==> config.mk <==
export PLATFORM = sky130hd
export DESIGN_NAME = jtag_register_shift_master
export DESIGN_NICKNAME = d
export VERILOG_FILES = /design/src/rtl/jrsm_pkg.sv /design/src/rtl/jrsm_step.sv /design/src/rtl/jtag_register_shift_master.sv
export SDC_FILE = /design/constraint.sdc
export NUM_CORES = 1
export LEC_CHECK = 0
export ABC_AREA = 1
export BUFFER_PORTS_ARGS = -buffer_cell sky130_fd_sc_hd__buf_2
export CAP_MARGIN = 40
export CORE_ASPECT_RATIO = 1.5
export CORE_MARGIN = 2
export CORE_UTILIZATION = 26
export CTS_CLUSTER_SIZE = 8
export DETAILED_ROUTE_END_ITERATION = 12
export GPL_ROUTABILITY_DRIVEN = 0
export SYNTH_ARGS = -nofsm -noshare
export SYNTH_HDL_FRONTEND = slang
export SYNTH_SLANG_ARGS = --single-unit
==> constraint.sdc <==
create_clock -name clk -period 11 [get_ports clk]
set_input_delay 1.1 -clock clk [delete_from_list [all_inputs] [get_ports clk]]
set_output_delay 1.1 -clock clk [all_outputs]
set_load 0.02 [all_outputs]
==> src/rtl/jrsm_pkg.sv <==
// ----------------------------------------------------------------------------
// jrsm_pkg: shared types and constants of the JTAG register shift master
// Holds the exchange state, the result record and the sequencing constants.
// ----------------------------------------------------------------------------
package jrsm_pkg;

	localparam int MAX_BITS     = 32;
	localparam int WORD_BITS    = 32;
	localparam int ENTRY_LEN_IR = 5;
	localparam int ENTRY_LEN_DR = 4;
	localparam int EXIT_LEN     = 4;

	localparam logic ACT_START  = 1'b0;
	localparam logic ACT_SAMPLE = 1'b1;

	localparam logic [1:0] KIND_IR = 2'd0;
	localparam logic [1:0] KIND_DR = 2'd1;

	typedef enum logic [1:0] {
		PH_ENTRY = 2'd0,
		PH_SHIFT = 2'd1,
		PH_EXIT  = 2'd2
	} phase_t;

	typedef struct packed {
		logic                 busy;
		phase_t               phase;
		logic [5:0]           step_index;
		logic [WORD_BITS-1:0] shift_out;
		logic [WORD_BITS-1:0] shift_in;
		logic [5:0]           bits_total;
		logic [1:0]           kind_held;
	} state_t;

	typedef struct packed {
		logic                 status;
		logic [WORD_BITS-1:0] received;
		logic                 done_res;
		logic                 tdi_out;
		logic                 tms_out;
		logic                 cycle_valid;
	} result_t;

	typedef struct packed {
		logic       tdo_bit;
		logic [1:0] register_kind;
		logic [5:0] bit_count;
		logic [WORD_BITS-1:0] send_data;
	} request_t;

endpackage

==> src/rtl/jrsm_step.sv <==
// ----------------------------------------------------------------------------
// jrsm_step: next state and result of one request
// Applies a start or a TDO sample to the exchange state, skips empty phases
// and forms the TCK cycle to drive, the done record or a rejection.
// ----------------------------------------------------------------------------
module jrsm_step
	import jrsm_pkg::*;
(
	input  state_t   cur,
	input  logic     action,
	input  request_t req,
	output state_t   nxt,
	output result_t  res
);

	state_t     cand;
	state_t     settled;
	logic       reject;
	logic       live;
	logic [5:0] entry_len;
	logic [5:0] count_sat;

	always_comb begin
		count_sat = ({1'b0, req.bit_count} > 7'(MAX_BITS)) ?
			6'(MAX_BITS) : req.bit_count;
		cand   = cur;
		reject = 1'b0;
		if (action == ACT_START) begin
			if (cur.busy) begin
				reject = 1'b1;
			end else begin
				cand.busy       = 1'b1;
				cand.phase      = PH_ENTRY;
				cand.step_index = '0;
				cand.shift_out  = req.send_data;
				cand.shift_in   = '0;
				cand.bits_total = count_sat;
				cand.kind_held  = req.register_kind;
			end
		end else begin
			if (!cur.busy) begin
				reject = 1'b1;
			end else begin
				// Only shift cycles within the word keep their TDO level.
				if (cur.phase == PH_SHIFT && !cur.step_index[5] && req.tdo_bit) begin
					cand.shift_in = cur.shift_in | (WORD_BITS'(1) << cur.step_index[4:0]);
				end
				cand.step_index = cur.step_index + 6'd1;
			end
		end
	end

	always_comb begin
		if (cand.kind_held == KIND_IR) begin
			entry_len = 6'(ENTRY_LEN_IR);
		end else if (cand.kind_held == KIND_DR) begin
			entry_len = 6'(ENTRY_LEN_DR);
		end else begin
			entry_len = '0;
		end
		settled = cand;
		if (settled.phase == PH_ENTRY && settled.step_index >= entry_len) begin
			settled.phase      = PH_SHIFT;
			settled.step_index = '0;
		end
		if (settled.phase == PH_SHIFT && settled.step_index >= settled.bits_total) begin
			settled.phase      = PH_EXIT;
			settled.step_index = '0;
		end
		live = !(settled.phase == PH_EXIT &&
			(entry_len == '0 || settled.step_index >= 6'(EXIT_LEN)));
	end

	always_comb begin
		res = '0;
		nxt = settled;
		if (reject) begin
			nxt        = cur;
			res.status = 1'b1;
		end else if (live) begin
			res.cycle_valid = 1'b1;
			unique case (settled.phase)
				PH_ENTRY: begin
					if (settled.kind_held == KIND_IR) begin
						res.tms_out = (settled.step_index == 6'd1) || (settled.step_index == 6'd2);
					end else begin
						res.tms_out = (settled.step_index == 6'd1);
					end
				end
				PH_SHIFT: begin
					res.tms_out = ({1'b0, settled.step_index} + 7'd1) == {1'b0, settled.bits_total};
					res.tdi_out = !settled.step_index[5] &&
						settled.shift_out[settled.step_index[4:0]];
				end
				default: begin
					res.tms_out = (settled.step_index == 6'd0);
				end
			endcase
		end else begin
			nxt.busy     = 1'b0;
			res.done_res = 1'b1;
			res.received = settled.shift_in;
		end
	end

endmodule

==> src/rtl/jtag_register_shift_master.sv <==
// ----------------------------------------------------------------------------
// jtag_register_shift_master: JTAG IR/DR exchange sequencer
// Runs one instruction, data or raw register exchange, one TCK cycle per request.
// ----------------------------------------------------------------------------
//  Channel | Direction | Carries
//  s_*     | in        | start request or sampled TDO (tuser selects which)
//  m_*     | out       | next TCK cycle, done record or rejection
//
//  One request is taken per clock while m_tready does not stall the output; its
//  result is captured in the output register, which is the only stage of the path.
//  s_tready is high while the output register is empty or being drained, so
//  a stall on m_tready holds the result and stops intake in the same cycle.
//  Reset clears the exchange state and empties the output register.
module jtag_register_shift_master
	import jrsm_pkg::*;
(
	input  logic        clk,
	input  logic        arst_n,
	input  logic        s_tvalid,
	output logic        s_tready,
	// send_data[31:0], bit_count[37:32], register_kind[39:38], tdo_bit[40], zero fill
	input  logic [47:0] s_tdata,
	// action[0]
	input  logic [0:0]  s_tuser,
	output logic        m_tvalid,
	input  logic        m_tready,
	// cycle_valid[0], tms_out[1], tdi_out[2], done_res[3], received[35:4],
	// status[36], zero fill
	output logic [39:0] m_tdata
);

	state_t   state_q;
	state_t   state_nxt;
	result_t  res;
	result_t  res_q;
	logic     m_tvalid_q;
	logic     accept;
	request_t req;

	assign req      = s_tdata[40:0];
	assign s_tready = !m_tvalid_q || m_tready;
	assign accept   = s_tvalid && s_tready;

	jrsm_step u_step (
		.cur    (state_q),
		.action (s_tuser[0]),
		.req    (req),
		.nxt    (state_nxt),
		.res    (res)
	);

	always_ff @(posedge clk or negedge arst_n) begin
		if (!arst_n) begin
			state_q <= '{busy: 1'b0, phase: PH_ENTRY, step_index: '0, shift_out: '0,
				shift_in: '0, bits_total: '0, kind_held: '0};
			m_tvalid_q <= 1'b0;
		end else begin
			if (accept) begin
				state_q <= state_nxt;
			end
			if (s_tready) begin
				m_tvalid_q <= s_tvalid;
			end
		end
	end

	always_ff @(posedge clk) begin
		if (accept) begin
			res_q <= res;
		end
	end

	assign m_tvalid = m_tvalid_q;
	assign m_tdata  = {3'b000, res_q};

endmodule

# Word-level counts from Yosys, hierarchy flattened
# Cells that the tools add are included.
[totals]
regBits = 119
input_bits = 53
out_inout_bits = 42
elab_cells = 83
[op_classes]
add_sub_neg = 2
n_lt_le_gt_ge = 5
eq_ne = 9
n_shift = 1
muxes = 25
bitwise = 4
reduce_logical = 23
[op_table]
columns = ["operator", "n"]
rows = [
  ["32-bit 2-to-1 mux", 4],
  ["80-bit 2-to-1 mux", 1],
  ["32-bit OR", 1],
  ["1-bit by 5-bit << shifter with 32-bit output (first input constant)", 1],
  ["6-bit 2-to-1 mux", 4],
  ["8-bit 2-to-1 mux", 3],
  ["6-bit greater-or-equal comparator", 2],
  ["6-bit zero test", 2],
  ["1-bit 2-to-1 mux", 9],
  ["2-bit by 1-bit == test with 1-bit output (second input constant)", 4],
  ["6-bit by 1-bit adder with 7-bit output (second input constant)", 1],
  ["7-bit by 6-bit == test with 1-bit output", 1],
  ["1-bit logical AND", 7],
  ["6-bit by 1-bit adder with 6-bit output (second input constant)", 1],
  ["6-bit by 1-bit == test with 1-bit output (second input constant)", 1],
  ["6-bit by 2-bit == test with 1-bit output (second input constant)", 1],
  ["6-bit by 3-bit greater-or-equal comparator with 1-bit output (second input constant)", 1],
  ["6-bit greater-than comparator (second input constant)", 1],
  ["2-bit zero test", 3],
  ["5-bit by 6-bit < comparator with 1-bit output (second input constant)", 1],
  ["3-bit 2-to-1 mux", 2],
  ["1-bit binary-select mux with 5-bit select", 1],
  ["2-bit OR reduction", 2],
  ["1-bit zero test", 3],
  ["8 further kinds", 12],
]

# Depth between registers and ports, before layout
[logic_depth]
ltp_word = 18
mapped_depth = 37
ltp_nobuf = 36

# Hierarchy
# From an unflattened synthesis, not the netlist that was laid out.
[unflattened]
hier_cells = 1124
area_unflattened_um2 = 8195.4
[by_module_without_submodules]
columns = ["module", "n_inst", "cells_per_inst", "area_each_um2", "seq_area_each_um2"]
rows = [
  ["jtag_register_shift_master", 1, 398, 4418.0, 3163.0],
  ["jrsm_step", 1, 726, 3777.4, 0.0],
]

# Worst setup path before layout
# No wires, ideal clock.
[synth_path]
path_type = "in2reg"
from = "input s_tuser"
to = "register res_q, in the netlist m_tdata[1], data pin"
arrival_ns = 5.356
required_ns = 10.854
setup_slack_ns = 5.498
path_stages = 31
path_buffers = 3
path_cell_list = "nor2_2 -> clkbuf_1 -> o21ai_0 -> inv_1 -> nor2_1 -> ha_1 -> nor2_1 -> nand3_1 -> a21oi_2 -> nand2_2 -> nand2_4 -> inv_1 -> nor2_4 -> buf_4 -> inv_1 -> ha_1 -> nand2_1 -> nor3_1 -> nor2_1 -> o311ai_1 -> buf_2 -> inv_2 -> ha_1 -> xor2_1 -> nor3_1 -> nand3_1 -> nor2_1 -> nand2_1 -> nor2_1 -> nand2_1 -> a21oi_1"
[synth_lines]
columns = ["item", "line_no", "text"]
rows = [
  ["start, declared", "jtag_register_shift_master.sv:24", "input logic [0:0] s_tuser,"],
  ["end signal, assigned", "jtag_register_shift_master.sv:69", "res_q <= res;"],
  ["end, declared", "jtag_register_shift_master.sv:35", "result_t res_q;"],
]

==> results.md <==
- Clk pin slew, worst setup/hold paths: about 0.05 ns
- Part of the power in registers: 0.291
- HPWL after DPL: approximately 12000 um
- Area growth, synth to finish: 19.0%
- Initial drt markers: 394
- Crit path launch type: input port
- Via count: 5632
- Setup Viol. Count Final: 0
- FF-to-FF path depth: 32
- CP max stage delay: 0.63 ns
- First-pass GRT wire length: 27200 um
- Synthesized area: 6860 sq um
- Die X: 137 um
- FILL cells: approximately 2700
- Crit-path most repeated cell: nor2_1
- Initial antenna violation count: 0
- Critical Path AT: 7.49 ns
- Leak: 0.00345 uW
- Synth Instances: 862
- Core Box Area: 25900 sq um
- CTS Hold Bufs: 0
- Largest net degree at the start of global routing: 91
- Synth Area in Compound Gates: 0.125
- Die Y: about 200 um
- TritonRoute pass-1 iters: 5
- VDD IR-drop max: 0.173 mV
- Die ar.: 27700 sq um
- Root Buffer Master: clkbuf_16
- Comb pwr share: 0.435
- Sequential area share after synthesis: 0.461
- I/O pin cnt: 95
- Congestion Overflow GR: 0
- Post-Synth Adder-Cell Area: 0.0347
- Post-CTS setup buffers: 0
- TNS Setup: 0 ns
- #FFs+latches synth: between 100 and 150
- Min-delay src: state_q[1]
- Final WS setup: 3.77 ns
- CTS tree: yes
- Num CTS Buffers: 17
- DRC errors left: 0
- Clock power share: 0.274
- Sw frac: 0.419
- Status: completed
- Core Rows: 72
- Avg WL per Cell: 13.3 um
- Routed WL: around 17000 um
- XOR/XNOR Fraction of Synth Area: 0.00511
- Layout cell share with drive strength beyond 1: 0.196
- Worst path required time: 11.27 ns
- Vias in the first global route: ~5300
- Clock tree buffer depth: 2
- Leading cell type in the layout, fill and taps excluded: nand2_1
- Post-synthesis mux area share: 0
- Ant diodes: 0
- # resized after CTS: 0
- Worst R2R End: m_tdata[1]
- Vias per cell: 4.41
- Worst Tran Pin Value: about 0.8 ns
- Commonest non-fill, non-tap cells in the layout: nand2_1, o21ai_0, inv_1
- Unrepaired setup endpoints after global routing: no
- Max Cap Violations: 0
- Min Tclk post-route: 7.23 ns
- Max FO, Critical Path: 37
- Clock sink count: 119
- Nature of the critical path endpoint: register
- Avg Cell Area, Syn: 7.95 sq um
- Max Slew Vio Count: 0
- HP Class: reg -> reg
- DP Worst Slack: about 3.3 ns
- Port Buffers: 84
- Worst Setup Path Type: in -> reg
- GR Util All Layers: 0.127
- Period utilization: 0.657
- Int Power: 1200 uW
- R2r startpoint: state_q[80]
- Hold Vio Cnt, Final: 0
- Setup crit end: m_tdata[1]
- Clock skew: 0.00464 ns
- Initial Util: 0.265
- P per Cell Area: 253 nW/um^2
- H-tree levels: 4
- Yosys warning count: 0
- Nets: 1002
- Reg-to-reg slack, setup: 4.10 ns
- Largest family of logic cells by synthesized area: simple AND/OR/NAND/NOR gates
- Highest clock rate: 138 MHz
- Worst setup path start: s_tuser
- Synth unique cells: 36
- Clk_lat worst skew: 0.42 ns
- Crit-path slowest cell: nand2_1
- Slew margin rel.: 0.482
- Synth Area in Simple Gates: 0.273
- Final antenna-violating net count: 0
- Net Switching: 867 uW
[logic make-up (layout without fill, tap and decap cells)]
family,count (synthesis),count (layout)
AOI/OAI and AO/OA,165,165
xor gates and xnor gates,4,4
adders and majority gates,19,19
buffers and inverters,165,244
DFF,119,119
other,1,3
and+or+nand+nor,389,389
[cells in the mapped netlist, drive strengths merged]
library cell	n	area, sq um
a21oi	4	23.8
a31o	2	17.5
a31oi	1	6.26
and3	1	6.26
buf	15	124
clkbuf	29	109
clkinv	2	7.51
conb	1	3.75
dfrtp	82	2050
edfxtp	37	1110
ha	19	238
inv	119	447
nand2	234	916
nand3	74	380
nand3b	1	7.51
nand4	2	12.5
nor2	71	517
nor3	3	15.0
o21ai	154	782
o22ai	3	18.8
o311ai	1	8.76
or2	3	18.8
xnor2	2	17.5
xor2	2	17.5
[through the flow]
stage	hold WS, ns	instance area (sq um)	util	total power, uW	instances
floorplan	0.448	6860	-	1310	864
global placement	0.462	7540	0.291	1490	1243
detailed placement	0.468	7560	0.293	1520	1244
CTS	0.482	8160	0.316	2090	1276
global route	0.510	8160	0.316	2240	1276
finish	0.478	8160	0.316	2070	1276
[critical path: cells and delay by family]
kind                     cells  cell delay, ns
AND/OR/NAND/NOR             19            3.89
buffers and inverters        7            0.92
adder cells (fa/ha/maj)      3            0.89
AO/OA/AOI/OAI                3            0.51
XOR/XNOR                     1            0.16
[state kept, by name, summed over array words and instances (netlist names)]
name	count
m_tdata	37
m_tvalid	1
state_q	81
[how the worst min path moves through the flow]
stage	slack [ns]	cells past startpoint	to
final	0.48	2	state_q[1]
after global routing	0.51	2	state_q[35]
after CTS	0.48	2	state_q[1]
after detailed placement	0.47	2	state_q[1]
after global placement	0.46	2	state_q[1]
after floorplan	0.45	2	state_q[0]
[power by group through the flow]
stage / registers (uW) / logic [uW] / clock network [uW]
floorplan: 610 / 704 / 0
global placement: 607 / 880 / 0
detailed placement: 609 / 906 / 0
CTS: 602 / 912 / 576
global route: 612 / 1030 / 597
finish: 601 / 900 / 567
[area by class of cell]
class / instances / area (sq um) / share of cell area
Clock buffer: 20 / 447 / 0.0547
Clock inverter: 12 / 150 / 0.0184
Inverter: 121 / 454 / 0.0557
Multi-Input combinational cell: 580 / 3030 / 0.372
Sequential cell: 119 / 3160 / 0.388
Tap cell: 333 / 417 / 0.0511
Timing Repair Buffer: 91 / 495 / 0.0607
[metal layers]
metal | share of wire | routed length, um | track usage | vias to the layer above
met5 | 0 | 0 | 0 | -
met4 | 0.017 | 289 | 0.0446 | 0
met3 | 0.039 | 661 | 0.0202 | 22
met2 | 0.54 | 9110 | 0.231 | 133
met1 | 0.41 | 6930 | 0.147 | 2588
li1 | - | - | - | 2889
Note: power is estimated with default switching activity, not from simulation.
